**config.mk**
```make
export PLATFORM = sky130hd
export DESIGN_NAME = min_heap_key_update
export DESIGN_NICKNAME = d
export VERILOG_FILES = /design/src/sv/mhku_pkg.sv /design/src/sv/min_heap_key_update.sv /design/src/sv/mhku_ram.sv /design/src/sv/mhku_ctrl.sv /design/src/sv/mhku_dp.sv
export VERILOG_INCLUDE_DIRS = /design/src /design/src/sv
export SDC_FILE = /design/constraint.sdc
export NUM_CORES = 1
export LEC_CHECK = 0
export ABC_AREA = 1
export BUFFER_PORTS_ARGS = -buffer_cell sky130_fd_sc_hd__buf_2
export CORE_MARGIN = 8
export CORE_UTILIZATION = 45
export CTS_CLUSTER_DIAMETER = 50
export DETAILED_ROUTE_END_ITERATION = 8
export GPL_TIMING_DRIVEN = 0
export HOLD_SLACK_MARGIN = 0.1
export PLACE_DENSITY = 0.7
export SLEW_MARGIN = 15
export SYNTH_ARGS = -nofsm -noshare
export SYNTH_HDL_FRONTEND = slang
export SYNTH_SLANG_ARGS = --single-unit
```
**constraint.sdc**
```tcl
create_clock -name clk -period 5.46 [get_ports clk]
set_input_delay 0.273 -clock clk [delete_from_list [all_inputs] [get_ports clk]]
set_output_delay 0.273 -clock clk [all_outputs]
set_load 0.02 [all_outputs]
```
**src/sv/min_heap_key_update_defines.svh**
```systemverilog
// Assertion macros for the min-heap key update block.
`ifndef MIN_HEAP_KEY_UPDATE_DEFINES_SVH
`define MIN_HEAP_KEY_UPDATE_DEFINES_SVH

`ifndef NO_ASSERTIONS
// same-cycle implication, held off during reset
`define MHKU_ASSERT_IMP(label, clk, rst_n, a, b) \
  label: assert property (@(posedge clk) disable iff (!rst_n) (a) |-> (b)) \
    else $error("mhku: implication failed");
// next-cycle implication, held off during reset
`define MHKU_ASSERT_NXT(label, clk, rst_n, a, b) \
  label: assert property (@(posedge clk) disable iff (!rst_n) (a) |=> (b)) \
    else $error("mhku: next-cycle implication failed");
`else
`define MHKU_ASSERT_IMP(label, clk, rst_n, a, b)
`define MHKU_ASSERT_NXT(label, clk, rst_n, a, b)
`endif

`endif

```
**src/sv/mhku_pkg.sv**
```systemverilog
// Shared types and constants for the min-heap key update block.
`default_nettype none
package mhku_pkg;

  localparam int IDX_W          = 5;
  localparam int KEY_W          = 32;
  localparam int CNT_W          = 5;
  localparam int HEAP_DEPTH_DEF = 16;
  localparam logic [CNT_W-1:0] ACTIVE_RESET = 5'd16;

  typedef enum logic [1:0] {
    REQ_LOAD = 2'd0,
    REQ_DEC  = 2'd1,
    REQ_INC  = 2'd2,
    REQ_READ = 2'd3
  } req_t;

  typedef enum logic [3:0] {
    S_IDLE,
    S_OLD,
    S_UP_RD,
    S_UP_CMP,
    S_DN_RDL,
    S_DN_RDR,
    S_DN_PICK,
    S_DN_CMP,
    S_DONE
  } state_t;

  typedef enum logic [1:0] {
    RD_IN,
    RD_PARENT,
    RD_LEFT,
    RD_RIGHT
  } rd_sel_t;

  typedef enum logic [1:0] {
    WS_KEY,
    WS_RDATA,
    WS_CHILD
  } wr_src_t;

  typedef enum logic [1:0] {
    POS_HOLD,
    POS_PARENT,
    POS_CHILD
  } pos_op_t;

  typedef struct packed {
    logic    latch;
    logic    rd_en;
    rd_sel_t rd_sel;
    logic    wr_en;
    wr_src_t wr_src;
    logic    ld_old;
    pos_op_t pos_op;
    logic    child_left;
    logic    child_right;
    logic    res_ld;
  } cmd_t;

  typedef struct packed {
    req_t req;
    logic bad;
    logic at_root;
    logic key_lt_rd;
    logic left_in;
    logic right_in;
    logic rd_lt_child;
    logic child_lt_key;
    logic out_free;
  } sts_t;

endpackage
`default_nettype wire

```
**src/sv/min_heap_key_update.sv**
```systemverilog
// Top level of the min-heap key update block.
// Keeps a 1-based binary min-heap of signed 32-bit keys in a small RAM.
// Input channel (in_valid/in_stall) takes one request item: load, decrease
// key (sift up), increase key (sift down) or read. The result channel
// (out_valid/out_stall) returns one item per request: value, final_index,
// warn and bad_index. cfg_valid/cfg_ready writes active_count; cfg_ready is
// always high. Writes are to be made only while the block is idle; the
// block itself does not enforce this. From acceptance to out_valid: load,
// read and bad index pass the old-value step; decrease reads the parent and
// compares per level moved, up to the root; increase reads the left child,
// reads the right one, picks when both exist and compares, per level moved.
// The single RAM read port, with its registered read, sets the steps per
// level. One item is in work at a time; the next is accepted the cycle
// after its result enters the output register, even while that result is
// still stalled.
// Reset (rst_n low, synchronous) sets active_count to 16 and empties the
// pipeline; heap entries are undefined until loaded. While out_stall is
// high the result holds and a finished item waits in the sequencer.
`default_nettype none
`include "min_heap_key_update_defines.svh"
module min_heap_key_update
  import mhku_pkg::*;
#(
  parameter int HEAP_DEPTH = HEAP_DEPTH_DEF
) (
  input  wire logic                    clk,
  input  wire logic                    rst_n,
  input  wire logic                    in_valid,
  output logic                         in_stall,
  input  wire logic [1:0]              in_req_type,
  input  wire logic [IDX_W-1:0]        in_index,
  input  wire logic signed [KEY_W-1:0] in_key,
  output logic                         out_valid,
  input  wire logic                    out_stall,
  output logic signed [KEY_W-1:0]      out_value,
  output logic [IDX_W-1:0]             out_final_index,
  output logic                         out_warn,
  output logic                         out_bad_index,
  input  wire logic                    cfg_valid,
  output logic                         cfg_ready,
  input  wire logic [CNT_W-1:0]        cfg_active_count
);

  cmd_t cmd;
  sts_t sts;

  assign cfg_ready = 1'b1;

  mhku_ctrl u_ctrl (
    .clk      (clk),
    .rst_n    (rst_n),
    .in_valid (in_valid),
    .in_stall (in_stall),
    .sts      (sts),
    .cmd      (cmd)
  );

  mhku_dp #(
    .HEAP_DEPTH (HEAP_DEPTH)
  ) u_dp (
    .clk              (clk),
    .rst_n            (rst_n),
    .in_req_type      (in_req_type),
    .in_index         (in_index),
    .in_key           (in_key),
    .cfg_valid        (cfg_valid && cfg_ready),
    .cfg_active_count (cfg_active_count),
    .out_valid        (out_valid),
    .out_stall        (out_stall),
    .out_value        (out_value),
    .out_final_index  (out_final_index),
    .out_warn         (out_warn),
    .out_bad_index    (out_bad_index),
    .cmd              (cmd),
    .sts              (sts)
  );

  // an accepted item keeps the sequencer busy in the cycle after acceptance
  `MHKU_ASSERT_NXT(a_busy_after_accept, clk, rst_n, in_valid && !in_stall, in_stall)
  // an ignored request reports position 0 and no warning
  `MHKU_ASSERT_IMP(a_bad_fields, clk, rst_n, out_valid && out_bad_index,
                   (out_final_index == '0) && !out_warn && (out_value == '0))
  // a served request always lands on a real heap position
  `MHKU_ASSERT_IMP(a_good_pos, clk, rst_n, out_valid && !out_bad_index,
                   out_final_index != '0)
  // a result is never produced in the cycle right after acceptance
  `MHKU_ASSERT_NXT(a_no_early_result, clk, rst_n, in_valid && !in_stall && !out_valid,
                   !out_valid)

endmodule
`default_nettype wire

```
**src/sv/mhku_ram.sv**
```systemverilog
// Generic single-write, single-read RAM with registered read data.
`default_nettype none
module mhku_ram #(
  parameter int WIDTH = 32,
  parameter int DEPTH = 16
) (
  input  wire logic                     clk,
  input  wire logic                     wr_en,
  input  wire logic [$clog2(DEPTH)-1:0] wr_addr,
  input  wire logic [WIDTH-1:0]         wr_data,
  input  wire logic                     rd_en,
  input  wire logic [$clog2(DEPTH)-1:0] rd_addr,
  output logic      [WIDTH-1:0]         rd_data
);

  logic [WIDTH-1:0] mem [DEPTH];

  always_ff @(posedge clk) begin
    if (wr_en) begin
      mem[wr_addr] <= wr_data;
    end
    if (rd_en) begin
      rd_data <= mem[rd_addr];
    end
  end

endmodule
`default_nettype wire

```
**src/sv/mhku_ctrl.sv**
```systemverilog
// Sequencer for load, read and sift-up / sift-down requests.
`default_nettype none
module mhku_ctrl
  import mhku_pkg::*;
(
  input  wire logic clk,
  input  wire logic rst_n,
  input  wire logic in_valid,
  output logic      in_stall,
  input  wire sts_t sts,
  output cmd_t      cmd
);

  state_t state_r, state_nxt;
  logic   accept;

  assign in_stall = (state_r != S_IDLE);
  assign accept   = in_valid && (state_r == S_IDLE);

  always_ff @(posedge clk) begin
    if (!rst_n) begin
      state_r <= S_IDLE;
    end else begin
      state_r <= state_nxt;
    end
  end

  always_comb begin
    state_nxt = state_r;
    unique case (state_r)
      S_IDLE: begin
        if (accept) state_nxt = S_OLD;
      end
      S_OLD: begin
        if (sts.bad) begin
          state_nxt = S_DONE;
        end else begin
          unique case (sts.req)
            REQ_DEC: state_nxt = S_UP_RD;
            REQ_INC: state_nxt = S_DN_RDL;
            default: state_nxt = S_DONE;
          endcase
        end
      end
      S_UP_RD:   state_nxt = sts.at_root ? S_DONE : S_UP_CMP;
      S_UP_CMP:  state_nxt = sts.key_lt_rd ? S_UP_RD : S_DONE;
      S_DN_RDL:  state_nxt = sts.left_in ? S_DN_RDR : S_DONE;
      S_DN_RDR:  state_nxt = sts.right_in ? S_DN_PICK : S_DN_CMP;
      S_DN_PICK: state_nxt = S_DN_CMP;
      S_DN_CMP:  state_nxt = sts.child_lt_key ? S_DN_RDL : S_DONE;
      S_DONE: begin
        if (sts.out_free) state_nxt = S_IDLE;
      end
      default:   state_nxt = S_IDLE;
    endcase
  end

  always_comb begin
    cmd = '0;
    unique case (state_r)
      S_IDLE: begin
        cmd.latch  = accept;
        cmd.rd_en  = accept;
        cmd.rd_sel = RD_IN;
      end
      S_OLD: begin
        cmd.ld_old = 1'b1;
        cmd.wr_en  = !sts.bad && (sts.req == REQ_LOAD);
        cmd.wr_src = WS_KEY;
      end
      S_UP_RD: begin
        // at the root the moving key lands where it is
        cmd.wr_en  = sts.at_root;
        cmd.wr_src = WS_KEY;
        cmd.rd_en  = !sts.at_root;
        cmd.rd_sel = RD_PARENT;
      end
      S_UP_CMP: begin
        cmd.wr_en  = 1'b1;
        if (sts.key_lt_rd) begin
          cmd.wr_src = WS_RDATA;
          cmd.pos_op = POS_PARENT;
        end else begin
          cmd.wr_src = WS_KEY;
        end
      end
      S_DN_RDL: begin
        cmd.wr_en  = !sts.left_in;
        cmd.wr_src = WS_KEY;
        cmd.rd_en  = sts.left_in;
        cmd.rd_sel = RD_LEFT;
      end
      S_DN_RDR: begin
        cmd.child_left = 1'b1;
        cmd.rd_en      = sts.right_in;
        cmd.rd_sel     = RD_RIGHT;
      end
      S_DN_PICK: begin
        cmd.child_right = sts.rd_lt_child;
      end
      S_DN_CMP: begin
        cmd.wr_en = 1'b1;
        if (sts.child_lt_key) begin
          cmd.wr_src = WS_CHILD;
          cmd.pos_op = POS_CHILD;
        end else begin
          cmd.wr_src = WS_KEY;
        end
      end
      S_DONE: begin
        cmd.res_ld = sts.out_free;
      end
      default: cmd = '0;
    endcase
  end

endmodule
`default_nettype wire

```
**src/sv/mhku_dp.sv**
```systemverilog
// Datapath: heap store, position and key registers, result register.
`default_nettype none
module mhku_dp
  import mhku_pkg::*;
#(
  parameter int HEAP_DEPTH = HEAP_DEPTH_DEF
) (
  input  wire logic                    clk,
  input  wire logic                    rst_n,
  input  wire logic [1:0]              in_req_type,
  input  wire logic [IDX_W-1:0]        in_index,
  input  wire logic signed [KEY_W-1:0] in_key,
  input  wire logic                    cfg_valid,
  input  wire logic [CNT_W-1:0]        cfg_active_count,
  output logic                         out_valid,
  input  wire logic                    out_stall,
  output logic signed [KEY_W-1:0]      out_value,
  output logic [IDX_W-1:0]             out_final_index,
  output logic                         out_warn,
  output logic                         out_bad_index,
  input  wire cmd_t                    cmd,
  output sts_t                         sts
);

  localparam int AW = $clog2(HEAP_DEPTH);
  localparam int PW = $clog2(HEAP_DEPTH + 1);
  localparam int CW = ((PW > CNT_W) ? PW : CNT_W) + 1;

  logic [CNT_W-1:0]        act_r;
  logic                    out_valid_r;
  req_t                    req_r;
  logic [IDX_W-1:0]        idx_r;
  logic signed [KEY_W-1:0] key_r;
  logic [PW-1:0]           pos_r, pos_nxt;
  logic signed [KEY_W-1:0] child_r;
  logic [PW-1:0]           cpos_r;
  logic                    warn_r;
  logic signed [KEY_W-1:0] val_r;
  logic signed [KEY_W-1:0] out_value_r;
  logic [IDX_W-1:0]        out_fin_r;
  logic                    out_warn_r;
  logic                    out_bad_r;

  logic [KEY_W-1:0]        rdata;
  logic signed [KEY_W-1:0] rd_s;
  logic [CW-1:0]           n_c, left_c, right_c, rd_pos;
  logic [AW-1:0]           rd_addr, wr_addr;
  logic [KEY_W-1:0]        wr_data;
  logic                    bad;
  logic                    out_free;

  assign rd_s    = $signed(rdata);
  // bound in force is min(active_count, depth)
  assign n_c     = (CW'(act_r) > CW'(HEAP_DEPTH)) ? CW'(HEAP_DEPTH) : CW'(act_r);
  assign left_c  = CW'({pos_r, 1'b0});
  assign right_c = left_c + CW'(1);
  assign bad     = (idx_r == '0) || (CW'(idx_r) > n_c);
  assign out_free = !out_valid_r || !out_stall;

  always_comb begin
    unique case (cmd.rd_sel)
      RD_IN:     rd_pos = CW'(in_index);
      RD_PARENT: rd_pos = CW'(pos_r >> 1);
      RD_LEFT:   rd_pos = left_c;
      RD_RIGHT:  rd_pos = right_c;
      default:   rd_pos = left_c;
    endcase
  end

  // positions are 1-based, store addresses 0-based
  assign rd_addr = AW'(rd_pos - CW'(1));
  assign wr_addr = AW'(CW'(pos_r) - CW'(1));

  always_comb begin
    unique case (cmd.wr_src)
      WS_KEY:   wr_data = key_r;
      WS_RDATA: wr_data = rdata;
      WS_CHILD: wr_data = child_r;
      default:  wr_data = key_r;
    endcase
  end

  mhku_ram #(
    .WIDTH (KEY_W),
    .DEPTH (HEAP_DEPTH)
  ) u_store (
    .clk     (clk),
    .wr_en   (cmd.wr_en),
    .wr_addr (wr_addr),
    .wr_data (wr_data),
    .rd_en   (cmd.rd_en),
    .rd_addr (rd_addr),
    .rd_data (rdata)
  );

  always_comb begin
    unique case (cmd.pos_op)
      POS_PARENT: pos_nxt = pos_r >> 1;
      POS_CHILD:  pos_nxt = cpos_r;
      default:    pos_nxt = pos_r;
    endcase
  end

  always_comb begin
    sts.req          = req_r;
    sts.bad          = bad;
    sts.at_root      = (pos_r == PW'(1));
    sts.key_lt_rd    = key_r < rd_s;
    sts.left_in      = left_c <= n_c;
    sts.right_in     = right_c <= n_c;
    sts.rd_lt_child  = rd_s < child_r;
    sts.child_lt_key = child_r < key_r;
    sts.out_free     = out_free;
  end

  always_ff @(posedge clk) begin
    if (!rst_n) begin
      act_r       <= ACTIVE_RESET;
      out_valid_r <= 1'b0;
    end else begin
      if (cfg_valid) act_r <= cfg_active_count;
      if (cmd.res_ld) begin
        out_valid_r <= 1'b1;
      end else if (!out_stall) begin
        out_valid_r <= 1'b0;
      end
    end
  end

  always_ff @(posedge clk) begin
    if (cmd.latch) begin
      req_r <= req_t'(in_req_type);
      idx_r <= in_index;
      key_r <= in_key;
      pos_r <= PW'(in_index);
    end else begin
      pos_r <= pos_nxt;
    end
    if (cmd.ld_old) begin
      warn_r <= ((req_r == REQ_DEC) && (key_r >= rd_s)) ||
                ((req_r == REQ_INC) && (key_r <= rd_s));
      val_r  <= (req_r == REQ_READ) ? rd_s : key_r;
    end
    if (cmd.child_left) begin
      child_r <= rd_s;
      cpos_r  <= PW'(left_c);
    end else if (cmd.child_right) begin
      child_r <= rd_s;
      cpos_r  <= PW'(right_c);
    end
    if (cmd.res_ld) begin
      out_value_r <= bad ? '0 : val_r;
      out_fin_r   <= bad ? '0 : IDX_W'(pos_r);
      out_warn_r  <= !bad && warn_r;
      out_bad_r   <= bad;
    end
  end

  assign out_valid       = out_valid_r;
  assign out_value       = out_value_r;
  assign out_final_index = out_fin_r;
  assign out_warn        = out_warn_r;
  assign out_bad_index   = out_bad_r;

endmodule
`default_nettype wire
```
==> results of run 1 <==
==> layer usage <==
layer | up-vias | global-route usage (%) | wire length (um)
met2 | 1419 | 38.1 | 43000
met5 | - | 0 | 0
met1 | 10600 | 28.9 | 33800
li1 | 9800 | - | -
met4 | 0 | 10.9 | 4560
met3 | 278 | 5.15 | 10000
==> synthesized netlist by cell type (4+ instances only) <==
library cell	n
a21oi_1	124
buf_1	4
buf_2	42
buf_4	9
clkbuf_1	70
dfxtp_1	11
edfxtp_1	696
ha_1	112
inv_1	260
inv_2	6
nand2_1	243
nand3_1	57
nand4_1	12
nor2_1	316
nor3_1	17
o211ai_1	94
o21a_1	4
o21ai_0	374
o221ai_1	33
o22ai_1	32
==> cell type report <==
cell class / instances / area, sq um
multi-input combinational: 1450 / 8100
fill: 5487 / 30900
buffer: 128 / 589
sequential: 707 / 21100
inverter: 269 / 1010
tap: 873 / 1090
clock buffer: 95 / 2160
clock inverter: 55 / 403
timing repair buffer: 221 / 1860
==> where the power goes <==
group	total, W	switching (W)	internal, W	leakage, nW
Clock	0.00521	0.00220	0.00300	1.24
Combinational	0.00420	0.00302	0.00118	5.89
Sequential	0.00702	0.000272	0.00675	6.41
Total	0.0164	0.00550	0.0109	13.5
==> worst max path at each step <==
| stage | depth (start not counted) | startpoint | slack [ns] | end |
|---|---|---|---|---|
| CTS | 22 | u_ctrl.state_r[3]$_SDFFE_PN0P_ | 0.23 | u_dp.u_store.rd_data[20]$_DFFE_PP_ |
| floorplan | 16 | u_dp.act_r[3]$_SDFFE_PN0P_ | 0.97 | u_dp.u_store.mem[11][0]$_DFFE_PP_ |
| global route | 18 | u_ctrl.state_r[0]$_SDFFE_PN0P_ | 0.000004 | u_dp.u_store.rd_data[20]$_DFFE_PP_ |
| finish | 22 | u_ctrl.state_r[3]$_SDFFE_PN0P_ | 0.14 | u_dp.u_store.rd_data[20]$_DFFE_PP_ |
| detailed placement | 22 | u_ctrl.state_r[3]$_SDFFE_PN0P_ | 0.29 | u_dp.u_store.rd_data[20]$_DFFE_PP_ |
| global placement | 16 | u_dp.act_r[1]$_SDFFE_PN0P_ | -2.50 | u_dp.u_store.mem[4][20]$_DFFE_PP_ |
==> state kept, by name (all words and copies together) (netlist names) <==
register,flops
u_dp.cpos_r,5
u_dp.out_warn,1
u_dp.req_r,2
u_ctrl.state_r,4
u_dp.act_r,5
u_dp.out_value,32
u_dp.out_valid,1
u_dp.warn_r,1
u_dp.key_r,32
u_dp.u_store.rd_data,32
u_dp.pos_r,5
u_dp.child_r,32
u_dp.val_r,32
u_dp.u_store.mem,512
u_dp.idx_r,5
u_dp.out_final_index,5
u_dp.out_bad_index,1
==> metrics by stage <==
stage	TNS [ns]	utilization (%)	setup WS, ns
floorplan	0	-	0.966
global placement	-831.94	47.9	-2.50
detailed placement	0	49.4	0.289
CTS	0	54.0	0.228
global route	0	54.0	0.00000444
finish	0	54.0	0.143
==> worst max-delay path, cell delays in order, from the launching register on <==
cell and delay (ns):
dfxtp_1 0.35, inv_2 0.06, nand2_2 0.11, inv_2 0.05, nand2_1 0.14, inv_2 0.08
nor2_4 0.16, nand2_1 0.07, nand2_1 0.21, buf_6 0.23, inv_4 0.11, buf_4 0.21
buf_4 0.21, ha_1 0.31, clkbuf_1 0.30, inv_1 0.26, clkbuf_1 0.51, clkbuf_1 0.63
a21oi_1 0.09, o21ai_0 0.13, o21ai_0 0.14, o211ai_1 0.39, nand2_1 0.26
==> logic make-up (layout without fill, tap and decap cells) <==
family,Yosys count,after routing,share of synthesized area (%)
other,1,1,0.0122
adder cells (fa/ha/maj),112,112,4.57
buffers and inverters,397,768,5.22
AND/OR/NAND/NOR,657,657,8.62
AO/OA/AOI/OAI,675,675,12.5
flip-flops,707,707,68.9
XOR/XNOR,5,5,0.216
==> repair_timing <==
| item | 4_1_cts | 5_1_grt |
|---|---|---|
| hold endpoints to repair | 54 | 0 |
| hold buffers | 55 | 0 |
| buffers inserted | 0 | 0 |
==> reports/metrics.csv, run 1 <==
stage;metric;value;unit
placement;Area after DPL;0.0332;sq mm
critical_path;r2r setup slk;0.14;ns
routing;drt pass-1 iters;8;
timing;Slew @ Worst Pin;1.18;ns
critical_path;Arr. time, crit path;5.62;ns
pwr;VDD IR max;0.256;mV
floorplanning;# rows;95;
synth;share of the synthesized area in the top cell type;68.2;%
floorplanning;Die ar.;0.0767;sq mm
pwr;power density over cell area;452;mW/mm^2
synth;Mapped Cells;2554;
placement;Port Buffers;89;
clock_network;CTS Buf Count;82;
floorplanning;die extent in x;277;um
flow_run;Max-Cap Viols;0;
critical_path;worst-path fanout max;10;
clock_network;Clock Path Buffers;3;
pwr;static leakage;13.5;nW
routing;Detailed Route Iter0 Violations;2818;
final_layout;most common cell after layout, fill and taps aside;edfxtp_1;
critical_path;nature of the critical path startpoint;flop;
routing;DR vias/cell;5.82;
critical_path;R2R cell count;22;
routing;drt total wl;91.4;mm
placement;placer's final routability congestion estimate;0.911;
timing;Worst slew margin;21.0;%
worst_hold_path;Worst Hold Class;in2reg;
global_routing;vias in the first global route;21800;
final_layout;layout cells sized above 1;13.4;%
routing;ANT nets after route;0;
synth;Cell Area, Synth;0.0307;sq mm
placement;Inst Count DP;3593;
routing;drt wl/cell;24.1;um
global_routing;GR Util All Layers;23.1;%
worst_hold_path;Hold Path End;u_dp.key_r[3]$_DFFE_PP_;
final_layout;fin cells;3798;
synth;top_reg_cell synth;edfxtp_1;
critical_path;WP data required;5.76;ns
synth;Ys Warns;0;
routing;vias;22100;
clock_network;Num Clock Sinks;707;
final_layout;Final #Nets;3020;
synth;sequential cell area fraction in the yosys report;68.9;%
synth;Avg Synthesized Cell Area;12.0;sq um
critical_path;critical path endpoint category;flop;
synth;Async SR Flop Fraction;0;%
synth;EDFF count, synth;696;
worst_hold_path;hold depth;2;
critical_path;critical path type;reg2reg;
timing;fin. max-slew vios;0;
timing;WHS;0.364;ns
timing;Fmax;0.188;GHz
timing;skew final;0.0408;ns
worst_hold_path;Hold Startpoint;in_key[3];
run_status;outcome;complete, no violations;
final_layout;area grow syn2layout;18.5;%
global_routing;largest net degree at the start of global routing;35;
floorplanning;area of the core;0.0673;sq mm
clock_network;Root Buffer;clkbuf_16;
synth;cell taking the most area after synthesis;edfxtp_1;
floorplanning;Ports;91;
floorplanning;Die Y;277;um
synth;Seq cells post-synth;707;
clock_network;Clock Latency Late Sink;0.65;ns
final_layout;most frequent cells in the layout;edfxtp_1 (696), o21ai_0 (343), nor2_1 (307);
timing;post-route clock period utilization;97.4;%
critical_path;worst r2r src;u_ctrl.state_r[3]$_SDFFE_PN0P_;
synth;Distinct cells, synth;47;
floorplanning;Initial Utilization;45.6;%
critical_path;reg2reg end;u_dp.u_store.rd_data[20]$_DFFE_PP_;
synth;Syn Nets;2715;
final_layout;diode count;0;
timing;fin crit period;5.32;ns
placement;Post-DP HPWL;65.0;mm
synth;Area contributors post-synth;edfxtp_1 (68%), o21ai_0 (6.1%), ha_1 (4.6%), nor2_1 (3.9%), inv_1 (3.2%);
global_routing;initial antenna violation count;4;
routing;DRC viols;0;
clock_network;H-tree levels;3;
global_routing;global-route wire length before repair;135;mm
global_routing;total gr overflow;0;
timing;Final Hold Fails;0;
final_layout;Post-Layout Inst Area;0.0363;sq mm
pwr;overall power;0.0164;W
clock_network;clock slew seen by the registers of the worst setup and hold paths;0.06;ns
clock_network;post-cts sizing count;0;
timing;RSZ-0062 raised after global routing;no;
timing;endpoints failing setup;0;
clock_network;TritonCTS clock tree;yes;
(Power assumes the default switching activity.)
==> inputs of run 2 (changes only) <==
- CORE_MARGIN: 8 -> default
==> run 2 against run 1 <==
  * Clock skew decreased by 0.0050 ns
  * Global-route usage grew 3.5 points
  * Hold slack worse by 0.018 ns
  * Highest routed layer is now met5
==> reports/metrics.csv, run 2 (synthesized netlist as in run 1, its figures left out) <==
stage;metric;value;unit
clock_network;Num Clock Sinks;707;
critical_path;most frequent CP cell;nand2_1;
flow_run;Max-Cap Viols;0;
clock_network;H-tree levels;3;
placement;Post-DP HPWL;65.3;mm
final_layout;area grow syn2layout;19.3;%
global_routing;initial antenna violation count;2;
final_layout;Post-Layout Inst Area;0.0366;sq mm
global_routing;total gr overflow;0;
critical_path;critical path endpoint category;flop;
critical_path;Largest stage delay, worst path;0.59;ns
critical_path;worst-path fanout max;10;
routing;Detailed Route Iter0 Violations;2953;
routing;drt wl/cell;24.4;um
placement;Port Buffers;89;
worst_hold_path;Worst Hold Class;in2reg;
routing;drt pass-1 iters;5;
timing;fin crit period;5.18;ns
timing;endpoints failing setup;0;
critical_path;Stages on worst setup path;22;
run_status;outcome;complete, no violations;
clock_network;clock slew seen by the registers of the worst setup and hold paths;0.05;ns
pwr;power density over cell area;462;mW/mm^2
routing;ANT nets after route;0;
critical_path;largest delay contributor family on the critical path;buffers and inverters;
global_routing;vias in the first global route;21700;
clock_network;Clock Latency Late Sink;0.66;ns
critical_path;Critical path buffers and inverters;11;
clock_network;Root Buffer;clkbuf_16;
global_routing;global-route wire length before repair;136;mm
floorplanning;# rows;95;
final_layout;most frequent cells in the layout;edfxtp_1 (696), o21ai_0 (343), nor2_1 (307);
global_routing;largest net degree at the start of global routing;35;
critical_path;CP max-delay cell;clkbuf_1;
floorplanning;die extent in x;263;um
clock_network;CTS Buf Count;85;
timing;post-route clock period utilization;94.9;%
placement;Area after DPL;0.0332;sq mm
timing;RSZ-0062 raised after global routing;no;
clock_network;post-CTS setup buffer count;0;
floorplanning;area of the core;0.0673;sq mm
critical_path;critical path type;reg2reg;
timing;fin. max-slew vios;0;
clock_network;Clock Path Buffers;3;
critical_path;reg2reg end;u_dp.u_store.rd_data[20]$_DFFE_PP_;
placement;placer's final routability congestion estimate;0.908;
floorplanning;Die Y;263;um
clock_network;post-cts sizing count;0;
timing;Final Hold Fails;0;
routing;drt total wl;92.5;mm
timing;skew final;0.0357;ns
pwr;VDD IR max;0.242;mV
critical_path;critical path capture point;u_dp.u_store.rd_data[20]$_DFFE_PP_;
routing;DR vias/cell;5.80;
critical_path;WP data required;5.77;ns
final_layout;layout cells sized above 1;13.7;%
clock_network;TritonCTS clock tree;yes;
final_layout;diode count;0;
routing;DRC viols;0;
timing;Fmax;0.193;GHz
critical_path;r2r setup slk;0.28;ns
final_layout;most flop-heavy register;u_dp.u_store.mem;
critical_path;nature of the critical path startpoint;flop;
floorplanning;Ports;91;
floorplanning;Die ar.;0.0692;sq mm
timing;Slew @ Worst Pin;1.00;ns
global_routing;GR Util All Layers;26.6;%
final_layout;Final #Nets;3016;
pwr;static leakage;13.6;nW
routing;vias;22000;
final_layout;most common cell after layout, fill and taps aside;edfxtp_1;
critical_path;worst r2r src;u_ctrl.state_r[3]$_SDFFE_PN0P_;
critical_path;R2R cell count;22;
critical_path;cells along the critical path;inv_2, nand2_2, inv_2, nand2_1, inv_2, nor2_4, nand2_1, nand2_1, buf_6, inv_4, buf_4, buf_4, ha_1, clkbuf_1, inv_1, clkbuf_1, clkbuf_1, a21oi_1, o21ai_0, o21ai_0, o211ai_1, nand2_1;
final_layout;max reg flops;512;
timing;Worst slew margin;33.1;%
floorplanning;Initial Utilization;45.6;%
critical_path;CP Launch Point;u_ctrl.state_r[3]$_SDFFE_PN0P_;
critical_path;Arr. time, crit path;5.50;ns
final_layout;post-layout util;54.4;%
-- run 2: cell count changes in the layout (fill, tap and decap cells not counted), sizes merged --
| cell | delta |
|---|---|
| buf | -7 |
| bufinv | +5 |
| clkinvlp | -1 |
| inv | +1 |
-- run 2: final cells by class --
type	instances	area, sq um
fill	5542	30700
sequential	707	21100
multi-input combinational	1450	8120
clock buffer	95	2190
timing repair buffer	214	1820
tap	873	1090
inverter	269	1010
clock inverter	60	627
buffer	128	589
-- run 2: per-stage QoR --
stage / hold slack (ns) / TNS, ns / total power, W / worst slack [ns] / std cells
3_5_place_dp: 0.451 / 0 / 0.0112 / 0.407 / 3586
5_1_grt: 0.345 / 0 / 0.0175 / 0.123 / 3796
2_1_floorplan: 0.371 / 0 / 0.00943 / 0.966 / 2554
6_report: 0.346 / 0 / 0.0169 / 0.276 / 3796
3_3_place_gp: 0.449 / -818.98 / 0.0110 / -2.48 / 3516
4_1_cts: 0.318 / 0 / 0.0168 / 0.397 / 3796
-- run 2: where the power goes --
group / internal [W] / switching (W) / leakage [nW]
logic: 0.00117 / 0.00305 / 5.87
registers: 0.00675 / 0.000280 / 6.41
clock network: 0.00331 / 0.00233 / 1.36
-- run 2: routing by layer --
layer | track usage [%] | part of all wire (%) | vias to the layer above
met3 | 5.01 | 10 | 280
met4 | 13.4 | 4.9 | 4
met2 | 43.7 | 47 | 1356
met5 | 0 | 0.027 | -
li1 | - | - | 9793
met1 | 33.8 | 38 | 10600
-- run 2: worst min-delay path by stage --
stage                     startpoint                        endpoint  slack, ns  depth (start not counted)
after floorplan                rst_n  u_ctrl.state_r[3]$_SDFFE_PN0P_       0.37                          2
after global placement    in_key[23]        u_dp.key_r[23]$_DFFE_PP_       0.45                          1
after detailed placement  in_key[10]        u_dp.key_r[10]$_DFFE_PP_       0.45                          1
after CTS                 in_key[31]        u_dp.key_r[31]$_DFFE_PP_       0.32                          2
after global routing      in_key[10]        u_dp.key_r[10]$_DFFE_PP_       0.34                          2
final                     in_key[13]        u_dp.key_r[13]$_DFFE_PP_       0.35                          2
-- run 2: repair_timing --
item                       in CTS  in global routing
setup endpoints to repair       0                  0
hold buffers                   55                  0
hold endpoints to repair       54                  0
